**config.mk**
```make
export PLATFORM = sky130hd
export DESIGN_NAME = tpnc_queue
export DESIGN_NICKNAME = d
export VERILOG_FILES = /design/src/tpnc_pkg.sv /design/src/tpnc_queue.sv
export SDC_FILE = /design/constraint.sdc
export NUM_CORES = 1
export LEC_CHECK = 0
export BUFFER_PORTS_ARGS = -buffer_cell sky130_fd_sc_hd__buf_2
export CAP_MARGIN = 5
export CORE_MARGIN = 3
export CORE_UTILIZATION = 40
export CTS_CLUSTER_SIZE = 20
export DETAILED_ROUTE_END_ITERATION = 10
export HOLD_SLACK_MARGIN = 0.03
export SYNTH_ARGS = -nofsm -noshare
export SYNTH_HDL_FRONTEND = slang
export SYNTH_SLANG_ARGS = --single-unit
```
**constraint.sdc**
```tcl
create_clock -name clock -period 6.7 [get_ports clock]
set_input_delay 1.005 -clock clock [delete_from_list [all_inputs] [get_ports clock]]
set_output_delay 1.005 -clock clock [all_outputs]
set_load 0.005 [all_outputs]
```
**src/tpnc_pkg.sv**
```systemverilog
`timescale 1ns / 1ps
package tpnc_pkg;

   localparam int ADDR_W = 16;
   localparam int DEPTH = 1 << ADDR_W;
   localparam logic [15:0] GAIN_MAX = 16'hFFFF;

   typedef enum logic [2:0] {
      MODE_CORRECT     = 3'd0,
      MODE_ADD_HOT     = 3'd1,
      MODE_ADD_COLD    = 3'd2,
      MODE_MAKE_GAIN   = 3'd3,
      MODE_LOAD_FLAT   = 3'd4,
      MODE_MAKE_OFFSET = 3'd5,
      MODE_CLEAR       = 3'd6,
      MODE_UNUSED      = 3'd7
   } mode_type;

   localparam logic KIND_PIXEL = 1'b0;
   localparam logic KIND_DONE  = 1'b1;

   typedef struct packed {
      mode_type    mode;
      logic [15:0] idx;
      logic [15:0] val;
      logic        in_frame;
   } item_type;

endpackage

```
**src/tpnc_queue.sv**
```systemverilog
`timescale 1ns / 1ps
module tpnc_queue (
   input  logic               clock,
   input  logic               reset,
   input  logic               push,
   input  tpnc_pkg::item_type push_item,
   input  logic               pop,
   output logic               full,
   output logic               valid,
   output tpnc_pkg::item_type head
);
   import tpnc_pkg::*;

   item_type   entry_ff [2];
   logic       wr_ptr_ff, wr_ptr_in;
   logic       rd_ptr_ff, rd_ptr_in;
   logic [1:0] count_ff, count_in;

   always_comb begin
      full = count_ff == 2'd2;
      valid = count_ff != 2'd0;
      head = entry_ff[rd_ptr_ff];
      wr_ptr_in = push ? !wr_ptr_ff : wr_ptr_ff;
      rd_ptr_in = pop ? !rd_ptr_ff : rd_ptr_ff;
      count_in = count_ff + 2'(push) - 2'(pop);
   end

   always_ff @(posedge clock) begin
      if (push) begin
         entry_ff[wr_ptr_ff] <= push_item;
      end
   end

   always_ff @(posedge clock) begin
      if (reset) begin
         wr_ptr_ff <= 1'b0;
         rd_ptr_ff <= 1'b0;
         count_ff <= 2'd0;
      end else begin
         wr_ptr_ff <= wr_ptr_in;
         rd_ptr_ff <= rd_ptr_in;
         count_ff <= count_in;
      end
   end

endmodule

```
# Word-level counts from Yosys, hierarchy flattened
# Memory sizes are Yosys's and may differ from the RTL's. A register that Yosys moved wholly into a read port is not among the register bits.
# Index checks and enable logic that the tools add are counted.
# op_classes
n_addsub	2
eq_ne	1
muxes	4
n_reduce_logical	3
# op_table
operator	count
$mux 1	4
$add 2x1->2	1
$eq 2x2->1 const B	1
$logic_not 1->1	2
$reduce_bool 2->1	1
$sub 2x1->2	1
# word_totals
ff_bits	4
ramBits	72
input_bits	40
out_inout_bits	38
mem_count	1
# mem_list
name	depth	word_bits	read_ports	rd_ports_with_merged_regs	wr	line_no	rtl
entry_ff	2	36	1	1	1	tpnc_queue.sv:14	item_type entry_ff [2];

# Logic depth before layout (Yosys ltp)
# Gate-level depths: netlist (run 1).
# logic_depth
ltp_word	3
mapped_depth	6
depth_no_buf	6

# Worst setup path after synthesis (run 1)
# Ideal clock, no wire load.
# synth_timing
kind	input-to-reg
from	input push
to	memory entry_ff[0][0] (netlist name), enable pin
arrival_ns	2.623
required_ns	6.267
setup_slack_ns	3.643
cell_stages	1
path_buffers	0
path_cell_list	nor2b_1
# synth_via
elab_chain_cells	2
# synth_rtl
element	line_no	rtl
start, declared	tpnc_queue.sv:5	input logic push,
$mux 1	tpnc_queue.sv:29	if (push) begin
$mux 1 (implied by the code)	tpnc_queue.sv:30	entry_ff[wr_ptr_ff] <= push_item;
end, declared	tpnc_queue.sv:14	
# No other way between the ends.

==> results.json, run 1 <==
{
  "r2r-start": "wr_ptr_ff",
  "gr-usage-all-layers": 0.114,
  "die_h_um": 92.2,
  "ant_nets": 0,
  "avgSynthCellArea_um2": 22.3,
  "antenna_found_initial": 0,
  "hp-class": "flip-flop to flip-flop",
  "cts_root_buf": "clkbuf_8",
  "synth_seq_cells": 77,
  "max_freq_mhz": 338,
  "vias_per_cell": 4.47,
  "synth_cell_types": 14,
  "cts_resized": 0,
  "seq_area_frac_synth": 0.762,
  "synth_top_area_frac": 0.728,
  "top_level_ports": 78,
  "rows": 30,
  "post-route-period-util": 0.442,
  "vdd_drop_max_mv": 0.139,
  "required_ps": 5690,
  "nets": 260,
  "drtIter0Drc": 48,
  "synth_edf_count": 72,
  "clockBufferDepth": 2,
  "yosys.area_share.simple": 0.0156,
  "synth_top_family_by_area": "multiplexers",
  "cp_slowest_cell": "dfxtp_2",
  "grt-ovfl-total": 0,
  "grt_start_max_net_pins": 37,
  "setup_viol": 0,
  "powerDensity_nw_per_um2": 282,
  "fp.dieW_um": 92.2,
  "fin_setup_tns_ps": 0,
  "maxSlewHeadroom": 0.272,
  "placeableCoreArea_um2": 6980,
  "path_delay_family": "flip-flops",
  "rsz0062_at_grt": "no",
  "synth-xor-area-share": 0.0135,
  "drv_cap": 0,
  "path_class": "flip-flop to output pin",
  "synth_top_cell_by_area": "edfxtp_1",
  "start_util": 0.425,
  "antenna_cells": 0,
  "slew_violations": 0,
  "final_layout_size_suffix_gt1_frac": 0.592,
  "worstSkewPairLatency_ps": 330,
  "syn_inst": 133,
  "yosys-mux-area-fraction": 0.174,
  "worstPathCellList": "buf_4 > mux2_2 > buf_2",
  "fin_skew_ps": 5.94,
  "leakage_nw": 1.44,
  "cts_setup_buffers": 0,
  "arrival_ps": 1960,
  "outcome": "completed",
  "cp-end-kind": "output pin",
  "totalPowerFinal_mw": 1.02,
  "wl_per_cell_um": 14.4,
  "first_pass_iters": 4,
  "dp_hpwl_um": 2980,
  "routed_wl_um": 4600,
  "min_period_ps": 2960,
  "die_area_um2": 8500,
  "cts_hold_buf": 0,
  "dp_cells": 303,
  "tightest_slew_ps": 1090,
  "synthTopCellsByCount": "edfxtp_1 (72), mux2_4 (30), mux2_2 (6)",
  "vias": 1427,
  "gp_congestion": 0.630,
  "synthTopCellsByArea": "edfxtp_1 (73%), mux2_4 (15%), dfxtp_1 (3.4%)",
  "cp_max_fo": 21,
  "grt_pass1_wl_um": 7090,
  "synth_warnings": 0,
  "hold_viol": 0,
  "fin_util": 0.516,
  "stdcell_count": 319,
  "synth_most_common_cell": "edfxtp_1",
  "synth_fa_ha_area_frac": 0.00842,
  "hold_start": "rd_ptr_ff",
  "startpoint_type": "flip-flop",
  "drc": 0,
  "grt_pass1_vias": 1472,
  "synth_area_um2": 2970,
  "max_stage_delay_ps": 650,
  "htreeDepth": 3,
  "synth_fp_nets": 175,
  "tritoncts": "built",
  "synthArstFlopShare": 0,
  "syn_to_final_growth_pct": 21.3,
  "clkTransAtPathRegs_ps": 70,
  "cts.sinks": 77,
  "synth-compound-area-share": 0,
  "numCtsBuffers": 9,
  "crit_buf_inv": 2,
  "port-buffer-count": 77,
  "ys.flop_type": "edfxtp_1"
}
==> worst paths after layout <==
| kind | end | slack, ps | depth (start not counted) |
|---|---|---|---|
| max | head[0] | 3740 | 3 |
| min | rd_ptr_ff | 520 | 2 |
| max reg2reg | entry_ff[0][32] | 5100 | 1 |
| min reg2reg | rd_ptr_ff | 520 | 2 |
==> report_power, final <==
group	switching, mW	internal [mW]	leakage (nW)	total [mW]
clock network	0.151	0.168	0.0972	0.319
logic	0.0499	0.0727	0.624	0.123
registers	0.0134	0.561	0.718	0.575
==> cell usage in the layout, fill, tap and decap left out <==
cell / count
mux2_2: 6
xnor3_1: 1
buf_4: 1
bufinv_16: 1
or2_2: 1
inv_1: 2
mux2_4: 30
nor2_1: 4
nor2b_4: 1
buf_2: 77
dfxtp_2: 1
edfxtp_1: 72
clkbuf_1: 1
and2_2: 1
clkinv_2: 4
dfxtp_1: 4
xnor2_1: 2
nor2b_1: 2
clkinv_1: 1
clkbuf_8: 9
ha_1: 2
==> stage by stage <==
stage / hold slack [ps] / area (um2) / worst slack [ps]
floorplan: 480 / 2970 / 3640
global placement: 496 / 3420 / 4080
CTS: 529 / 3600 / 3670
global route: 583 / 3600 / 3600
detailed placement: 511 / 3420 / 4060
finish: 519 / 3600 / 3740
==> layout make-up <==
type / instances / area, um2
Clock buffer: 10 / 128
Inverter: 2 / 7.51
Fill cell: 605 / 3380
Sequential cell: 77 / 2260
Clock inverter: 6 / 53.8
Timing Repair Buffer: 78 / 393
Tap cell: 96 / 120
Multi-Input combinational cell: 50 / 638
==> logic make-up (layout without fill, tap and decap cells) <==
logic type / Yosys count / after routing
DFF: 77 / 77
and+or+nand+nor: 9 / 9
muxes: 36 / 36
adders and majority gates: 2 / 2
buffers and inverters: 6 / 96
xor gates and xnor gates: 3 / 3
==> metal layers <==
layer | GRT usage | vias to the layer above | wire length (um)
met5 | 0 | - | 0
met4 | 0.0631 | 0 | 88
li1 | - | 681 | -
met2 | 0.191 | 54 | 2280
met3 | 0.0500 | 9 | 400
met1 | 0.119 | 683 | 1830
==> state kept, by name, indices dropped and copies added (netlist names), named ones only <==
| register | count |
|---|---|
| entry_ff | 72 |
| count_ff | 2 |
| rd_ptr_ff | 1 |
| wr_ptr_ff | 1 |
(Power assumes the default switching activity.)
==> run 2, diff against run 1 <==
--- a/config.mk
+++ b/config.mk
@@ -5,6 +5,7 @@
 export SDC_FILE = /design/constraint.sdc
 export NUM_CORES = 1
 export LEC_CHECK = 0
+export ABC_AREA = 1
 export BUFFER_PORTS_ARGS = -buffer_cell sky130_fd_sc_hd__buf_2
 export CAP_MARGIN = 5
 export CORE_MARGIN = 3
==> constraint.sdc (replaced) <==
create_clock -name clock -period 3.03 [get_ports clock]
set_input_delay 0.4545 -clock clock [delete_from_list [all_inputs] [get_ports clock]]
set_output_delay 0.4545 -clock clock [all_outputs]
set_load 0.005 [all_outputs]
==> results.json, run 2 <==
{
  "top_register": "entry_ff",
  "r2r-end": "entry_ff[1][7]",
  "reg_top3": "entry_ff (72), count_ff (2)",
  "seq_power_share": 0.590,
  "htreeDepth": 3,
  "syn_to_final_growth_pct": 21.5,
  "pwr-share-comb": 0.122,
  "top_level_ports": 78,
  "final_layout_size_suffix_gt1_frac": 0.551,
  "routed_wl_um": 4980,
  "timing.final.ws_setup_ps": 844,
  "setup_viol": 0,
  "hp-class": "input pin to flip-flop",
  "slew_violations": 0,
  "synth_area_um2": 2980,
  "final_common_cell": "buf_2",
  "cp-end-kind": "output pin",
  "cts_setup_buffers": 0,
  "first_pass_iters": 4,
  "synth_top_cell_by_area": "edfxtp_1",
  "rsz0062_at_grt": "no",
  "powerDensity_nw_per_um2": 588,
  "largest_reg_flops": 72,
  "intPower_mw": 1.67,
  "numCtsBuffers": 9,
  "placeableCoreArea_um2": 7020,
  "switching_share": 0.217,
  "vias": 1483,
  "drtIter0Drc": 57,
  "vias_per_cell": 4.49,
  "synthTopCellsByCount": "edfxtp_1 (72), mux2_4 (30), inv_1 (8)",
  "fin_skew_ps": 6.72,
  "cp_max_fo": 21,
  "die_h_um": 92.2,
  "synth_cell_types": 14,
  "min_period_ps": 2190,
  "wl_per_cell_um": 15.1,
  "cts_hold_buf": 0,
  "synthTopCellsByArea": "edfxtp_1 (73%), mux2_4 (15%), dfxtp_1 (3.4%)",
  "dp_hpwl_um": 3450,
  "crit_end": "head[4]",
  "cts_resized": 0,
  "r2r-start": "wr_ptr_ff",
  "fin_setup_tns_ps": 0,
  "grt_pass1_wl_um": 7620,
  "synth_fp_nets": 185,
  "tightest_slew_ps": 585,
  "clockBufferDepth": 2,
  "synthArstFlopShare": 0,
  "synth_top_area_frac": 0.727,
  "outcome": "completed",
  "leakage_nw": 1.46,
  "drc": 0,
  "vdd_drop_max_mv": 0.255,
  "drv_cap": 0,
  "startpoint_type": "flip-flop",
  "port-buffer-count": 77,
  "start_util": 0.424,
  "gp_congestion": 0.714,
  "path_class": "flip-flop to output pin",
  "grt-ovfl-total": 0,
  "worstSkewPairLatency_ps": 330,
  "arrival_ps": 1730,
  "rows": 30,
  "required_ps": 2580,
  "synth_seq_cells": 77,
  "synth_warnings": 0,
  "clkTransAtPathRegs_ps": 70,
  "ant_nets": 0,
  "mostFrequentLayoutCells": "buf_2 (77), edfxtp_1 (72), mux2_4 (30), clkbuf_8 (9), inv_1 (8)",
  "tritoncts": "built",
  "rr_worst_depth": 3,
  "nets": 272,
  "clockPowerShare": 0.288,
  "die_area_um2": 8510,
  "syn_inst": 143,
  "synth_most_common_cell": "edfxtp_1",
  "grt_start_max_net_pins": 30,
  "fillCellCount": 596,
  "fp.dieW_um": 92.2,
  "seq_area_frac_synth": 0.760,
  "maxSlewHeadroom": 0.609,
  "p_switching_mw": 0.462,
  "antenna_found_initial": 0,
  "ys.flop_type": "edfxtp_1",
  "antenna_cells": 0,
  "hold_ws_ps": 312,
  "max_freq_mhz": 457,
  "reg2reg_slack_ps": 1470,
  "post-route-period-util": 0.722,
  "cts.sinks": 77,
  "avgSynthCellArea_um2": 20.8,
  "cts_root_buf": "clkbuf_8",
  "gr-usage-all-layers": 0.122,
  "synth_edf_count": 72,
  "grt_pass1_vias": 1524,
  "hold_viol": 0,
  "place_ws_ps": 1160
}
-- run 2: layer usage --
layer,global-route usage,routed length (um),vias up
met5,0,0,-
met4,0.0668,108,0
met3,0.0386,321,9
met2,0.215,2550,48
met1,0.130,2000,720
li1,-,-,706
-- run 2: cell type report --
cell class	count	area, um2	area share
timing repair buffer	80	433	0.120
inverter	8	30.0	0.00831
multi-input combinational	54	619	0.171
clock inverter	3	13.8	0.00381
sequential	77	2260	0.626
tap	96	120	0.0332
clock buffer	12	135	0.0374
-- run 2: cell families (layout without fill, tap and decap cells) --
kind of cell / count (synthesis) / after routing / synth area share
fa+ha+maj: 2 / 2 / 0.00841
simple gates: 14 / 14 / 0.0185
mux: 36 / 36 / 0.174
xor+xnor: 1 / 1 / 0.00294
flops: 77 / 77 / 0.760
compound gates: 1 / 1 / 0.00168
buf+inv: 12 / 103 / 0.0341
-- run 2: worst min-delay path by stage --
stage / startpoint / endpoint / slack (ps) / depth (start not counted)
detailed placement: rd_ptr_ff / flip-flop / 510 / 2
global placement: rd_ptr_ff / flip-flop / 510 / 2
CTS: push_item[11] / entry_ff[1][11] / 300 / 1
finish: push_item[11] / entry_ff[1][11] / 310 / 1
global route: push_item[35] / entry_ff[0][35] / 290 / 1
floorplan: rd_ptr_ff / flip-flop / 480 / 2
-- run 2: power groups by stage --
stage	clock [mW]	sequential, mW	combinational (mW)
floorplan	0	1.27	0.173
global placement	0	1.28	0.261
detailed placement	0	1.28	0.265
CTS	0.629	1.26	0.266
global route	0.679	1.26	0.285
finish	0.613	1.26	0.259
-- run 2: critical path, stage by stage, from the launching register on --
cell and delay [ps]:
dfxtp_2 650, buf_12 270, mux2_2 350, buf_2 120
-- run 2: metrics by stage --
stage               area [um2]  instances  total power, mW  utilization
detailed placement        3470        315             1.54        0.494
global route              3610        330             2.22        0.515
finish                    3610        330             2.13        0.515
global placement          3470        315             1.54        0.494
floorplan                 2980        143             1.44            -
CTS                       3610        330             2.15        0.515
